<file path="config.mk">
export PLATFORM = sky130hd
export DESIGN_NAME = linear_diophantine_solution_count
export DESIGN_NICKNAME = d
export VERILOG_FILES = /design/src/hw/rtl/ldsc_pkg.sv /design/src/hw/rtl/ldsc_divu.sv /design/src/hw/rtl/linear_diophantine_solution_count.sv
export VERILOG_INCLUDE_DIRS = /design/src /design/src/hw/rtl
export SDC_FILE = /design/constraint.sdc
export NUM_CORES = 2
export LEC_CHECK = 0
export BUFFER_PORTS_ARGS = -buffer_cell sky130_fd_sc_hd__buf_2
export CAP_MARGIN = 40
export CORE_UTILIZATION = 30
export CTS_CLUSTER_DIAMETER = 120
export DETAILED_ROUTE_END_ITERATION = 8
export PLACE_DENSITY = 0.49
export SLEW_MARGIN = 20
export SYNTH_ARGS = -nofsm -noshare
export SYNTH_HDL_FRONTEND = slang
export SYNTH_SLANG_ARGS = --single-unit
</file>
<file path="constraint.sdc">
create_clock -name clk_i -period 16.1 [get_ports clk_i]
set_clock_uncertainty 0.2 [all_clocks]
set_input_delay 2.415 -clock clk_i [delete_from_list [all_inputs] [get_ports clk_i]]
set_output_delay 2.415 -clock clk_i [all_outputs]
set_load 0.03 [all_outputs]
</file>
<file path="src/hw/rtl/linear_diophantine_solution_count_assert.svh">
// Assertion helpers for linear_diophantine_solution_count.sv.
`ifndef LINEAR_DIOPHANTINE_SOLUTION_COUNT_ASSERT_SVH
`define LINEAR_DIOPHANTINE_SOLUTION_COUNT_ASSERT_SVH

// Checked at every rising edge while reset is released.
`define LDSC_ASSERT(lbl, prop, msg) \
  lbl: assert property (@(posedge clk_i) disable iff (!rst_ni) prop) else $error(msg);

// Checked at every rising edge, reset included.
`define LDSC_ASSERT_ALWAYS(lbl, prop, msg) \
  lbl: assert property (@(posedge clk_i) prop) else $error(msg);

`endif

</file>
<file path="src/hw/rtl/ldsc_pkg.sv">
`timescale 1ns / 1ps
package ldsc_pkg;

  localparam int W  = 32;
  localparam int UW = W + 3;
  localparam int CW = $clog2(W + 1);

  localparam logic [1:0] STATUS_OK      = 2'd0;
  localparam logic [1:0] STATUS_INVALID = 2'd1;
  localparam logic [1:0] STATUS_NONE    = 2'd2;

  typedef struct packed {
    logic         start;
    logic [W-1:0] num;
    logic [W-1:0] den;
  } div_req_t;

  typedef struct packed {
    logic         busy;
    logic         done;
    logic [W-1:0] quo;
    logic [W-1:0] rem;
  } div_rsp_t;

endpackage

</file>
<file path="src/hw/rtl/ldsc_divu.sv">
`timescale 1ns / 1ps
module ldsc_divu (
  input  logic                 clk_i,
  input  logic                 rst_ni,
  input  ldsc_pkg::div_req_t   req_i,
  output ldsc_pkg::div_rsp_t   rsp_o
);
  import ldsc_pkg::*;

  logic          busy_q, busy_d, done_q, done_d;
  logic [CW-1:0] cnt_q, cnt_d;
  logic [W-1:0]  rem_q, rem_d, quo_q, quo_d, den_q, den_d;
  logic [W:0]    sh;
  logic [W+1:0]  diff;
  logic          ge;

  assign sh   = {rem_q, quo_q[W-1]};
  assign diff = {1'b0, sh} - {2'b00, den_q};
  assign ge   = ~diff[W+1];

  always_comb begin
    busy_d = busy_q;
    done_d = 1'b0;
    cnt_d  = cnt_q;
    rem_d  = rem_q;
    quo_d  = quo_q;
    den_d  = den_q;
    if (req_i.start) begin
      busy_d = 1'b1;
      cnt_d  = CW'(W);
      rem_d  = '0;
      quo_d  = req_i.num;
      den_d  = req_i.den;
    end else if (busy_q) begin
      rem_d = ge ? diff[W-1:0] : sh[W-1:0];
      quo_d = {quo_q[W-2:0], ge};
      cnt_d = cnt_q - CW'(1);
      if (cnt_q == CW'(1)) begin
        busy_d = 1'b0;
        done_d = 1'b1;
      end
    end
  end

  always_ff @(posedge clk_i or negedge rst_ni) begin
    if (!rst_ni) begin
      busy_q <= 1'b0;
      done_q <= 1'b0;
      cnt_q  <= '0;
    end else begin
      busy_q <= busy_d;
      done_q <= done_d;
      cnt_q  <= cnt_d;
    end
  end

  always_ff @(posedge clk_i) begin
    rem_q <= rem_d;
    quo_q <= quo_d;
    den_q <= den_d;
  end

  assign rsp_o.busy = busy_q;
  assign rsp_o.done = done_q;
  assign rsp_o.quo  = quo_q;
  assign rsp_o.rem  = rem_q;

endmodule

</file>
<file path="src/hw/rtl/linear_diophantine_solution_count.sv">
`timescale 1ns / 1ps
// Counts the non-negative solutions (x, y) of a*x + b*y = c.
// The input beat carries a, b and c in s_axis_tdata. The output beat carries
// the status in m_axis_tuser and the gcd, the two Bezout coefficients and
// the solution count in m_axis_tdata.
// One item is worked on at a time: s_axis_tready is high only while the
// block is idle. A bit-serial divider yields one quotient bit per cycle,
// and the Bezout updates and modular products use shift-and-add, one
// multiplier bit per cycle.
// Each Euclid round is one division followed by one shift-and-add step
// per significant quotient bit; invalid input skips Euclid and goes
// straight to the output register.
// The result waits in an output register; a stalled receiver holds it,
// and a finished next item waits until that register is free.
// Reset returns the sequencer to idle and drops any pending beat.
module linear_diophantine_solution_count (
  input  logic          clk_i,
  input  logic          rst_ni,
  input  logic          s_axis_tvalid,
  output logic          s_axis_tready,
  // coef_left, coef_right, target
  input  logic [95:0]   s_axis_tdata,
  output logic          m_axis_tvalid,
  input  logic          m_axis_tready,
  // divisor, bezout_left, bezout_right, solution_count, zero fill
  output logic [135:0]  m_axis_tdata,
  // status
  output logic [1:0]    m_axis_tuser
);
  import ldsc_pkg::*;

  localparam logic [3:0] S_IDLE = 4'd0;
  localparam logic [3:0] S_EDIV = 4'd1;
  localparam logic [3:0] S_EMUL = 4'd2;
  localparam logic [3:0] S_DC   = 4'd3;
  localparam logic [3:0] S_DA   = 4'd4;
  localparam logic [3:0] S_DB   = 4'd5;
  localparam logic [3:0] S_DU   = 4'd6;
  localparam logic [3:0] S_DCB  = 4'd7;
  localparam logic [3:0] S_MM   = 4'd8;
  localparam logic [3:0] S_DT   = 4'd9;
  localparam logic [3:0] S_PM   = 4'd10;
  localparam logic [3:0] S_DY   = 4'd11;
  localparam logic [3:0] S_DN   = 4'd12;
  localparam logic [3:0] S_OUT  = 4'd13;

  logic [3:0]    st_q, st_d;
  logic [W-1:0]  a_q, a_d, b_q, b_d, c_q, c_d, r0_q, r0_d, r1_q, r1_d;
  logic [UW-1:0] u0_q, u0_d, u1_q, u1_d, v0_q, v0_d, v1_q, v1_d;
  logic [UW-1:0] accu_q, accu_d, accv_q, accv_d, mu_q, mu_d, mv_q, mv_d;
  logic [W-1:0]  qsh_q, qsh_d, cr_q, cr_d, ar_q, ar_d, br_q, br_d;
  logic [W-1:0]  mx_q, mx_d, my_q, my_d, acc_q, acc_d, xmin_q, xmin_d;
  logic [1:0]    rs_q, rs_d;
  logic [W-1:0]  rc_q, rc_d;
  logic          ov_q, ov_d;
  logic [135:0]  od_q, od_d;
  logic [1:0]    os_q, os_d;
  logic [W:0]    sum_acc, sum_mx;
  logic [W-1:0]  au;
  logic          inv;

  div_req_t dreq;
  div_rsp_t drsp;

  ldsc_divu u_div (
    .clk_i  (clk_i),
    .rst_ni (rst_ni),
    .req_i  (dreq),
    .rsp_o  (drsp)
  );

  assign au      = u0_q[UW-1] ? W'(-u0_q) : u0_q[W-1:0];
  assign sum_acc = {1'b0, acc_q} + {1'b0, mx_q};
  assign sum_mx  = {1'b0, mx_q} + {1'b0, mx_q};
  assign inv     = (s_axis_tdata[31:0] == '0) || (s_axis_tdata[63:32] == '0) ||
                   (s_axis_tdata[31:0] == s_axis_tdata[63:32]);

  always_comb begin
    st_d = st_q;   a_d = a_q;   b_d = b_q;   c_d = c_q;
    r0_d = r0_q;   r1_d = r1_q;
    u0_d = u0_q;   u1_d = u1_q; v0_d = v0_q; v1_d = v1_q;
    accu_d = accu_q; accv_d = accv_q; mu_d = mu_q; mv_d = mv_q;
    qsh_d = qsh_q; cr_d = cr_q; ar_d = ar_q; br_d = br_q;
    mx_d = mx_q;   my_d = my_q; acc_d = acc_q; xmin_d = xmin_q;
    rs_d = rs_q;   rc_d = rc_q;
    ov_d = ov_q;   od_d = od_q; os_d = os_q;
    dreq.start = 1'b0;
    dreq.num   = r0_q;
    dreq.den   = r1_q;

    if (m_axis_tready) ov_d = 1'b0;

    unique case (st_q)
      S_IDLE: begin
        if (s_axis_tvalid) begin
          a_d  = s_axis_tdata[31:0];
          b_d  = s_axis_tdata[63:32];
          c_d  = s_axis_tdata[95:64];
          r0_d = s_axis_tdata[31:0];
          r1_d = s_axis_tdata[63:32];
          u0_d = UW'(1); u1_d = '0;
          v0_d = '0;     v1_d = UW'(1);
          rc_d = '0;
          if (inv) begin
            rs_d = STATUS_INVALID;
            st_d = S_OUT;
          end else begin
            dreq.start = 1'b1;
            dreq.num   = s_axis_tdata[31:0];
            dreq.den   = s_axis_tdata[63:32];
            st_d       = S_EDIV;
          end
        end
      end
      S_EDIV: begin
        if (drsp.done) begin
          r0_d   = r1_q;
          r1_d   = drsp.rem;
          qsh_d  = drsp.quo;
          accu_d = u0_q; accv_d = v0_q;
          mu_d   = u1_q; mv_d   = v1_q;
          st_d   = S_EMUL;
        end
      end
      S_EMUL: begin
        if (qsh_q == '0) begin
          u0_d = u1_q; u1_d = accu_q;
          v0_d = v1_q; v1_d = accv_q;
          dreq.start = 1'b1;
          if (r1_q == '0) begin
            dreq.num = c_q;
            dreq.den = r0_q;
            st_d     = S_DC;
          end else begin
            st_d = S_EDIV;
          end
        end else begin
          if (qsh_q[0]) begin
            accu_d = accu_q - mu_q;
            accv_d = accv_q - mv_q;
          end
          mu_d  = {mu_q[UW-2:0], 1'b0};
          mv_d  = {mv_q[UW-2:0], 1'b0};
          qsh_d = {1'b0, qsh_q[W-1:1]};
        end
      end
      S_DC: begin
        dreq.num = a_q;
        dreq.den = r0_q;
        if (drsp.done) begin
          cr_d = drsp.quo;
          if (drsp.rem != '0) begin
            rs_d = STATUS_NONE;
            st_d = S_OUT;
          end else begin
            dreq.start = 1'b1;
            st_d       = S_DA;
          end
        end
      end
      S_DA: begin
        dreq.num = b_q;
        dreq.den = r0_q;
        if (drsp.done) begin
          ar_d       = drsp.quo;
          dreq.start = 1'b1;
          st_d       = S_DB;
        end
      end
      S_DB: begin
        dreq.num = au;
        dreq.den = drsp.quo;
        if (drsp.done) begin
          br_d       = drsp.quo;
          dreq.start = 1'b1;
          st_d       = S_DU;
        end
      end
      S_DU: begin
        dreq.num = cr_q;
        dreq.den = br_q;
        if (drsp.done) begin
          mx_d       = (u0_q[UW-1] && drsp.rem != '0) ? br_q - drsp.rem : drsp.rem;
          dreq.start = 1'b1;
          st_d       = S_DCB;
        end
      end
      S_DCB: begin
        if (drsp.done) begin
          my_d  = drsp.rem;
          acc_d = '0;
          st_d  = S_MM;
        end
      end
      S_MM: begin
        dreq.num = cr_q;
        dreq.den = ar_q;
        if (my_q == '0) begin
          xmin_d     = acc_q;
          dreq.start = 1'b1;
          st_d       = S_DT;
        end else begin
          if (my_q[0]) begin
            acc_d = (sum_acc >= {1'b0, br_q}) ? W'(sum_acc - {1'b0, br_q})
                                              : sum_acc[W-1:0];
          end
          mx_d = (sum_mx >= {1'b0, br_q}) ? W'(sum_mx - {1'b0, br_q}) : sum_mx[W-1:0];
          my_d = {1'b0, my_q[W-1:1]};
        end
      end
      S_DT: begin
        if (drsp.done) begin
          if (xmin_q > drsp.quo) begin
            rs_d = STATUS_NONE;
            st_d = S_OUT;
          end else begin
            acc_d = '0;
            mx_d  = ar_q;
            my_d  = xmin_q;
            st_d  = S_PM;
          end
        end
      end
      S_PM: begin
        dreq.num = cr_q - acc_q;
        dreq.den = br_q;
        if (my_q == '0) begin
          dreq.start = 1'b1;
          st_d       = S_DY;
        end else begin
          if (my_q[0]) acc_d = acc_q + mx_q;
          mx_d = {mx_q[W-2:0], 1'b0};
          my_d = {1'b0, my_q[W-1:1]};
        end
      end
      S_DY: begin
        dreq.num = drsp.quo;
        dreq.den = ar_q;
        if (drsp.done) begin
          dreq.start = 1'b1;
          st_d       = S_DN;
        end
      end
      S_DN: begin
        if (drsp.done) begin
          rc_d = drsp.quo + W'(1);
          rs_d = STATUS_OK;
          st_d = S_OUT;
        end
      end
      S_OUT: begin
        if (!ov_q || m_axis_tready) begin
          ov_d = 1'b1;
          os_d = rs_q;
          od_d = '0;
          if (rs_q != STATUS_INVALID) begin
            od_d[31:0]   = r0_q;
            od_d[64:32]  = u0_q[W:0];
            od_d[97:65]  = v0_q[W:0];
            od_d[129:98] = rc_q;
          end
          st_d = S_IDLE;
        end
      end
      default: st_d = S_IDLE;
    endcase
  end

  always_ff @(posedge clk_i or negedge rst_ni) begin
    if (!rst_ni) begin
      st_q <= S_IDLE;
      ov_q <= 1'b0;
    end else begin
      st_q <= st_d;
      ov_q <= ov_d;
    end
  end

  always_ff @(posedge clk_i) begin
    a_q <= a_d;   b_q <= b_d;   c_q <= c_d;
    r0_q <= r0_d; r1_q <= r1_d;
    u0_q <= u0_d; u1_q <= u1_d; v0_q <= v0_d; v1_q <= v1_d;
    accu_q <= accu_d; accv_q <= accv_d; mu_q <= mu_d; mv_q <= mv_d;
    qsh_q <= qsh_d; cr_q <= cr_d; ar_q <= ar_d; br_q <= br_d;
    mx_q <= mx_d; my_q <= my_d; acc_q <= acc_d; xmin_q <= xmin_d;
    rs_q <= rs_d; rc_q <= rc_d;
    od_q <= od_d; os_q <= os_d;
  end

  assign s_axis_tready = (st_q == S_IDLE);
  assign m_axis_tvalid = ov_q;
  assign m_axis_tdata  = od_q;
  assign m_axis_tuser  = os_q;

`include "linear_diophantine_solution_count_assert.svh"

  `LDSC_ASSERT(a_start_idle_div, dreq.start |-> !drsp.busy, "divider started while busy")
  `LDSC_ASSERT(a_accept_leaves_idle,
               (s_axis_tvalid && s_axis_tready) |=> (st_q != S_IDLE),
               "accepted beat left sequencer idle")
  `LDSC_ASSERT(a_ok_count_nonzero,
               (m_axis_tvalid && m_axis_tuser == STATUS_OK) |-> (m_axis_tdata[129:98] != '0),
               "counted status with zero count")
  `LDSC_ASSERT(a_done_waited,
               drsp.done |-> (st_q != S_IDLE && st_q != S_OUT),
               "divider result with no consumer")

endmodule

</file>
=== Word-level counts from Yosys, hierarchy flattened ===
Cells that the tools add are included.

* Logic and storage cells: 239
* Output and inout bits: 140
* Flip-flop bits (word level): 971
* Bits of input ports: 100

* $add $sub $neg: 13
* Equality and inequality tests: 42
* Order comparisons: 3
* Mux-type cells: 108
* Reduce and logical (&&, ||, !) cells: 39
* Bitwise gates (word level): 1

{| class="wikitable"
|+ Operators with widths
! kind !! count
|-
| 32-bit two-way mux || 30
|-
| 65-bit one-hot mux with 9 select lines || 1
|-
| 35-bit two-way mux || 16
|-
| 35-bit one-hot mux with 2 select lines || 8
|-
| 32-bit one-hot mux with 2 select lines || 4
|-
| 32-bit one-hot mux with 4 select lines || 2
|-
| 65-bit two-way mux || 3
|-
| 32-bit logical NOT || 5
|-
| 32-bit subtractor || 4
|-
| 32-bit one-hot mux with 3 select lines || 1
|-
| 35-bit subtractor || 2
|-
| 32-bit by 32-bit adder with 33-bit output || 2
|-
| 33-bit by 32-bit greater-or-equal comparator with 1-bit output || 2
|-
| 4-bit two-way mux || 16
|-
| 64-bit two-way mux || 1
|-
| 4-bit one-hot mux with 14 select lines || 1
|-
| 33-bit by 32-bit subtractor with 34-bit output || 1
|-
| 32-bit by 1-bit adder with 32-bit output, second input constant || 1
|-
| 32-bit adder || 1
|-
| 32-bit == test || 1
|-
| 32-bit > comparator || 1
|-
| 2-bit inequality test, second input constant || 16
|-
| 32-bit negator || 1
|-
| 32-bit nonzero test || 1
|-
| other kinds (28) || 85
|}

=== Logic depth before layout (Yosys ltp) ===
* Word-level depth: 8
* Gate-level depth with buffers: 25

=== By module ===
From an unflattened synthesis, not the netlist that was laid out.

* Cell total of the unflattened synthesis: 5255
* Area total of the unflattened synthesis: 56485.4 um^2

{| class="wikitable"
|+ Modules (own cells, without submodules)
! module !! sequential area each (um^2) !! area each (um^2) !! instances !! cells an instance
|-
| linear_diophantine_solution_count || 25769.7 || 50542.2 || 1 || 4694
|-
| ldsc_divu || 2762.6 || 5943.2 || 1 || 561
|}

=== Worst setup path before layout ===
Ideal clock, no wire load.

* Path kind: in2reg
* Start: input m_axis_tready
* End: register od_q[0], in the netlist m_axis_tdata[0] (enable)
* Data required time: 15088 ps
* Arrival: 12020 ps
* Path slack: 3068 ps
* Setup time: 812 ps
* Cell stages on the path: 2
* Cell sequence: nand2b_1 > nor3b_1

* Cells in the longest elaborated chain, start to end: 2

{| class="wikitable"
|+ RTL lines
! what !! line !! source
|-
| from (decl) || linear_diophantine_solution_count.sv:24 || <nowiki>input logic m_axis_tready,</nowiki>
|-
| 1-bit logical OR || linear_diophantine_solution_count.sv:252 || <nowiki>if (!ov_q || m_axis_tready) begin</nowiki>
|-
| 2-bit AND reduction (no line) || - ||
|-
| to (signal assigned) || linear_diophantine_solution_count.sv:287 || <nowiki>od_q <= od_d; os_q <= os_d;</nowiki>
|-
| to (decl) || linear_diophantine_solution_count.sv:56 || <nowiki>logic [135:0] od_q, od_d;</nowiki>
|}

No other way between the ends.
A chain may end at the register's enable or synchronous reset.

=== Worst setup path after layout ===
* Start: register mx_q[0]
* End: register acc_q[2] (data pin)

* Cells in the longest elaborated chain, start to end: 6
* Elaborated cells on any way between the ends: 10

{| class="wikitable"
|+ RTL lines
! what !! line !! source
|-
| from (decl) || linear_diophantine_solution_count.sv:52 || <nowiki>logic [W-1:0] mx_q, mx_d, my_q, my_d, acc_q, acc_d, xmin_q, xmin_d;</nowiki>
|-
| from (signal assigned) || linear_diophantine_solution_count.sv:285 || <nowiki>mx_q <= mx_d; my_q <= my_d; acc_q <= acc_d; xmin_q <= xmin_d;</nowiki>
|-
| 32-bit by 32-bit adder with 33-bit output || linear_diophantine_solution_count.sv:73 || <nowiki>assign sum_acc = {1'b0, acc_q} + {1'b0, mx_q};</nowiki>
|-
| 32-bit subtractor or 33-bit by 32-bit greater-or-equal comparator with 1-bit output (tied branches) || linear_diophantine_solution_count.sv:204 || <nowiki>acc_d = (sum_acc >= {1'b0, br_q}) ? W'(sum_acc - {1'b0, br_q})</nowiki>
|-
| 32-bit two-way mux || linear_diophantine_solution_count.sv:204 ||
|-
| 32-bit two-way mux || linear_diophantine_solution_count.sv:203 || <nowiki>if (my_q[0]) begin</nowiki>
|-
| 32-bit two-way mux || linear_diophantine_solution_count.sv:198 || <nowiki>if (my_q == '0) begin</nowiki>
|-
| 32-bit one-hot mux with 4 select lines (*) || linear_diophantine_solution_count.sv:93 || <nowiki>unique case (st_q)</nowiki>
|-
| net acc_d[2] || linear_diophantine_solution_count.sv:52 ||
|-
| to (signal assigned) || linear_diophantine_solution_count.sv:285 ||
|-
| to (decl) || linear_diophantine_solution_count.sv:52 ||
|}

Mark *: on every way through the listed nets, which the timed path passes. The rest lies on a longest branch. The select of a mux whose other input is x is not followed.

==> summary.txt <==
Logic synthesis
  – Post-synthesis instance area: 55,500 um^2
  – Library cell with the highest instance count after synthesis: sky130_fd_sc_hd__edfxtp_1
  – Yosys synthesis warning count: 0
  – Largest cells by area after synthesis: sky130_fd_sc_hd__edfxtp_1 (50%), sky130_fd_sc_hd__ha_1 (6.6%), sky130_fd_sc_hd__xnor2_1 (3.5%)
  – Number of enable flip-flop cells after synthesis: 918
  – Share of the yosys chip area belonging to registers: 51.4%
  – Post-Syn Instances: 5,186
  – Synthesis-stage register bit count: 963
  – Ys async rst share: 1.35%
  – Synthesized area per cell: 10.7 um^2
  – Leading post-synthesis cells by instance count: sky130_fd_sc_hd__edfxtp_1 (918), sky130_fd_sc_hd__nand2_1 (478), sky130_fd_sc_hd__o21ai_0 (361)
  – Area share of the largest cell type after synthesis: 49.7%
  – Area leader, netlist: sky130_fd_sc_hd__edfxtp_1
  – Primary flip-flop cell chosen by synthesis mapping: sky130_fd_sc_hd__edfxtp_1
  – Distinct cells, synth: 87

Timing
  – Post-Route Setup TNS: 0 ns
  – Maximum achievable frequency: 159 MHz
  – Headroom to the max-slew limit: 33.0%
  – Worst-Margin Slew: 1.01 ns
  – Final worst path period share: 39.2%
  – Final Hold Vio Count: 0
  – Max Transition Viols Final: 0
  – Unrepaired setup endpoints after global routing: no
  – Final Critical Period: 6.30 ns
  – Number of failing setup endpoints in the final timing report: 0

Clocking
  – Post-CTS Setup Inserts: 0
  – Clock tree buffer depth: 3
  – Sinks on Clock Net: 963
  – CTS clk-pin slew, worst paths: 0.06 ns
  – Clock H-tree levels: 3
  – Number of gates given a new drive strength after cts: 0
  – CTS tree: done
  – Clock Latency Late Sink: 0.78 ns
  – Number of hold buffers added after CTS: 0
  – Number of buffers created by CTS: 114
  – Library cell used as clock root buffer: sky130_fd_sc_hd__clkbuf_16

Place
  – IO Port Bufs: 233
  – Placed wire-length estimate after detailed placement: 161 mm
  – Total instance count after detailed placement: 7,757
  – Placer's final routability congestion estimate: 0.942

Critical path
  – Critical path class: flop to flop
  – R2r worst-path depth: 26
  – Worst Setup EP: acc_q[2]
  – Worst setup path startpoint: mx_q[0]
  – Worst setup slack for register-to-register paths: 9.80 ns
  – Number of buffers and inverters on the critical path: 3
  – CP startpoint kind: flop
  – Slowest-stage cell, CP: sky130_fd_sc_hd__edfxtp_1
  – Endpoint type of the worst setup path: flop
  – CP top delay family: compound AO/OA/AOI/OAI gates
  – Critical Path AT: 6.74 ns
  – Stages on the worst setup path: 26
  – Worst endpoint required time: 16.54 ns
  – Most numerous cell on the critical path: sky130_fd_sc_hd__a21oi_1
  – FF-to-FF Start: mx_q[0]
  – Slowest stage delay, CP: 0.49 ns
  – Biggest fanout along the worst timing path: 32
  – Worst r2r dst: acc_q[2]

Run
  – Max-cap viol count: 0

Layout
  – Syn-to-layout area delta: 15.5%
  – Count of placed standard cells in the final layout, fillers left out: 7,989
  – Fill cell count: 18,469
  – Final net count: 5,811
  – Multi-input gate area: 25,200 um^2
  – Proportion of layout cells with a drive suffix above 1: 11.8%
  – Sequential cell area: 28,500 um^2

Die
  – Die W: 432 um
  – # IOs: 240
  – Std cell rows: 157
  – Die footprint: 187,000 um^2
  – Die Y: 432 um
  – Area of the core: 183,000 um^2
  – Initial cell density of the core: 30.2%

Power
  – Leakage power: 23.6 nW
  – P per Cell Area: 85.5 nW/um^2
  – VDD IR-drop max: 0.0000829 V

Routing
  – Routed wl met2: 97.2 mm
  – Number of nets still failing antenna checks after routing: 0
  – Detailed-route wire length per cell: 26.8 um
  – Post-detailed-route via-to-cell ratio: 5.48
  – DRT Wirelength: 214 mm
  – Detailed-routing wirelength on met1: 91.5 mm
  – Met3 routed WL: 15.4 mm
  – Length of the first detailed-routing pass in iterations: 8
  – Overall via count from detail_route: 43,774
  – DRC viols: 0
  – Starting DRT DRC Count: 4,853
  – Highest metal used: met4

GRT
  – Via count of the first global-routing pass: 41,798
  – Maximum number of pins on one net before global-route repair: 200
  – GRT Total Usage: 22.3%
  – First-pass GRT wire length: 303 mm
  – Initial antenna violation count: 43
  – Remaining global-route overflow: 0

Min path
  – Cells on Worst Hold Path: 0
  – Class of the tightest hold or removal check: flop to flop

Run status
  – Outcome: completed
[where the power goes]
group | internal [mW] | switching, mW
clock | 1.55 | 1.14
sequential | 2.71 | 0.0000454
combinational | 0.0275 | 0.0517
total | 4.28 | 1.19
[per-stage QoR]
stage | util [%] | hold slack, ns | instance area (um^2) | power [mW] | worst slack (ns)
2_1_floorplan | - | 0.217 | 55500 | 2.79 | 3.07
3_3_place_gp | 32.5 | 0.270 | 59600 | 2.84 | 9.35
3_5_place_dp | 32.8 | 0.259 | 60200 | 2.84 | 9.79
4_1_cts | 34.9 | 0.271 | 64000 | 5.54 | 9.77
5_1_grt | 34.9 | 0.282 | 64100 | 5.62 | 9.37
6_report | 34.9 | 0.277 | 64100 | 5.48 | 9.80
[state kept, by name, summed over array words and instances (netlist names), 33 cells and up]
signal,flops
m_axis_tdata,130
accu_q,35
mu_q,35
u0_q,35
u1_q,35
accv_q,33
mv_q,33
v0_q,33
v1_q,33
[final cells by class]
type | count | share of cell area, %
clock buffer | 124 | 4.51
tap | 2464 | 4.81
timing repair buffer | 339 | 3.58
clock inverter | 86 | 1.41
multi-input combinational | 3696 | 39.3
antenna | 20 | 0.0781
sequential | 963 | 44.5
inverter | 297 | 1.74
[per-layer routing]
layer,vias to the layer above,GRT usage (%)
met5,-,0
met4,0,10.1
met3,351,3.21
met2,1923,35.3
met1,21610,30.1
li1,19890,-
[cell usage in the layout, fill, tap and decap left out, drive strengths merged, types with 19 or more instances in the layout]
cell type  instances
a211oi            36
a21o             118
a21oi            319
a221oi            19
a222oi            68
a22o              33
a22oi             56
a311oi            24
a31oi             33
and2             279
buf              337
clkbuf           124
clkinv            63
dfxtp             32
diode             20
edfxtp           918
ha               292
inv              298
mux2              69
mux2i             62
nand2            478
nand2b            63
nand3             66
nand4             44
nor2             308
nor2b             39
nor3              65
nor4              63
o2111ai           44
o211ai            28
o21a              66
o21ai            363
o21bai            28
o221ai            20
o22a              36
o22ai             54
o31ai             29
xnor2            220
xor2              92
[how the worst min path moves through the flow]
stage | to | startpoint
after global placement | cr_q[31] | u_div.quo_q[31]
after detailed placement | cr_q[31] | u_div.quo_q[31]
final | cr_q[31] | u_div.quo_q[31]
after global routing | cr_q[31] | u_div.quo_q[31]
after CTS | cr_q[31] | u_div.quo_q[31]
after floorplan | m_axis_tuser[1] | rs_q[1]
[logic make-up (layout without fill, tap and decap cells)]
kind of cell | count (synthesis) | count (layout) | share of synthesized area [%]
AO/OA/AOI/OAI | 1470 | 1470 | 17.7
flip-flops | 963 | 963 | 51.4
AND/OR/NAND/NOR | 1477 | 1477 | 13.0
adder cells (fa/ha/maj) | 300 | 300 | 6.87
other | 1 | 26 | 0.00676
multiplexers | 131 | 131 | 2.52
XOR/XNOR | 312 | 312 | 4.92
buffers and inverters | 532 | 846 | 3.64
[worst reg2reg max path: stages, from the launching register on]
cell,delay [ns]
sky130_fd_sc_hd__edfxtp_1,0.49
sky130_fd_sc_hd__ha_1,0.26
sky130_fd_sc_hd__inv_1,0.07
sky130_fd_sc_hd__fa_1,0.21
sky130_fd_sc_hd__nor2b_1,0.07
sky130_fd_sc_hd__o31a_1,0.28
sky130_fd_sc_hd__o311ai_0,0.31
sky130_fd_sc_hd__buf_1,0.23
sky130_fd_sc_hd__a31oi_1,0.13
sky130_fd_sc_hd__o21a_1,0.23
sky130_fd_sc_hd__o21ai_0,0.15
sky130_fd_sc_hd__nand2b_1,0.07
sky130_fd_sc_hd__a21oi_1,0.17
sky130_fd_sc_hd__xnor2_1,0.20
sky130_fd_sc_hd__ha_1,0.35
sky130_fd_sc_hd__a21oi_1,0.13
sky130_fd_sc_hd__o21ai_0,0.12
sky130_fd_sc_hd__a2111oi_0,0.40
sky130_fd_sc_hd__a21oi_1,0.10
sky130_fd_sc_hd__a221o_1,0.31
sky130_fd_sc_hd__o21ba_2,0.27
sky130_fd_sc_hd__o311a_1,0.24
sky130_fd_sc_hd__a31o_2,0.17
sky130_fd_sc_hd__o311a_1,0.23
sky130_fd_sc_hd__o21a_1,0.13
sky130_fd_sc_hd__buf_4,0.40
sky130_fd_sc_hd__a22o_1,0.26
Power figures use the tool's default switching activity.
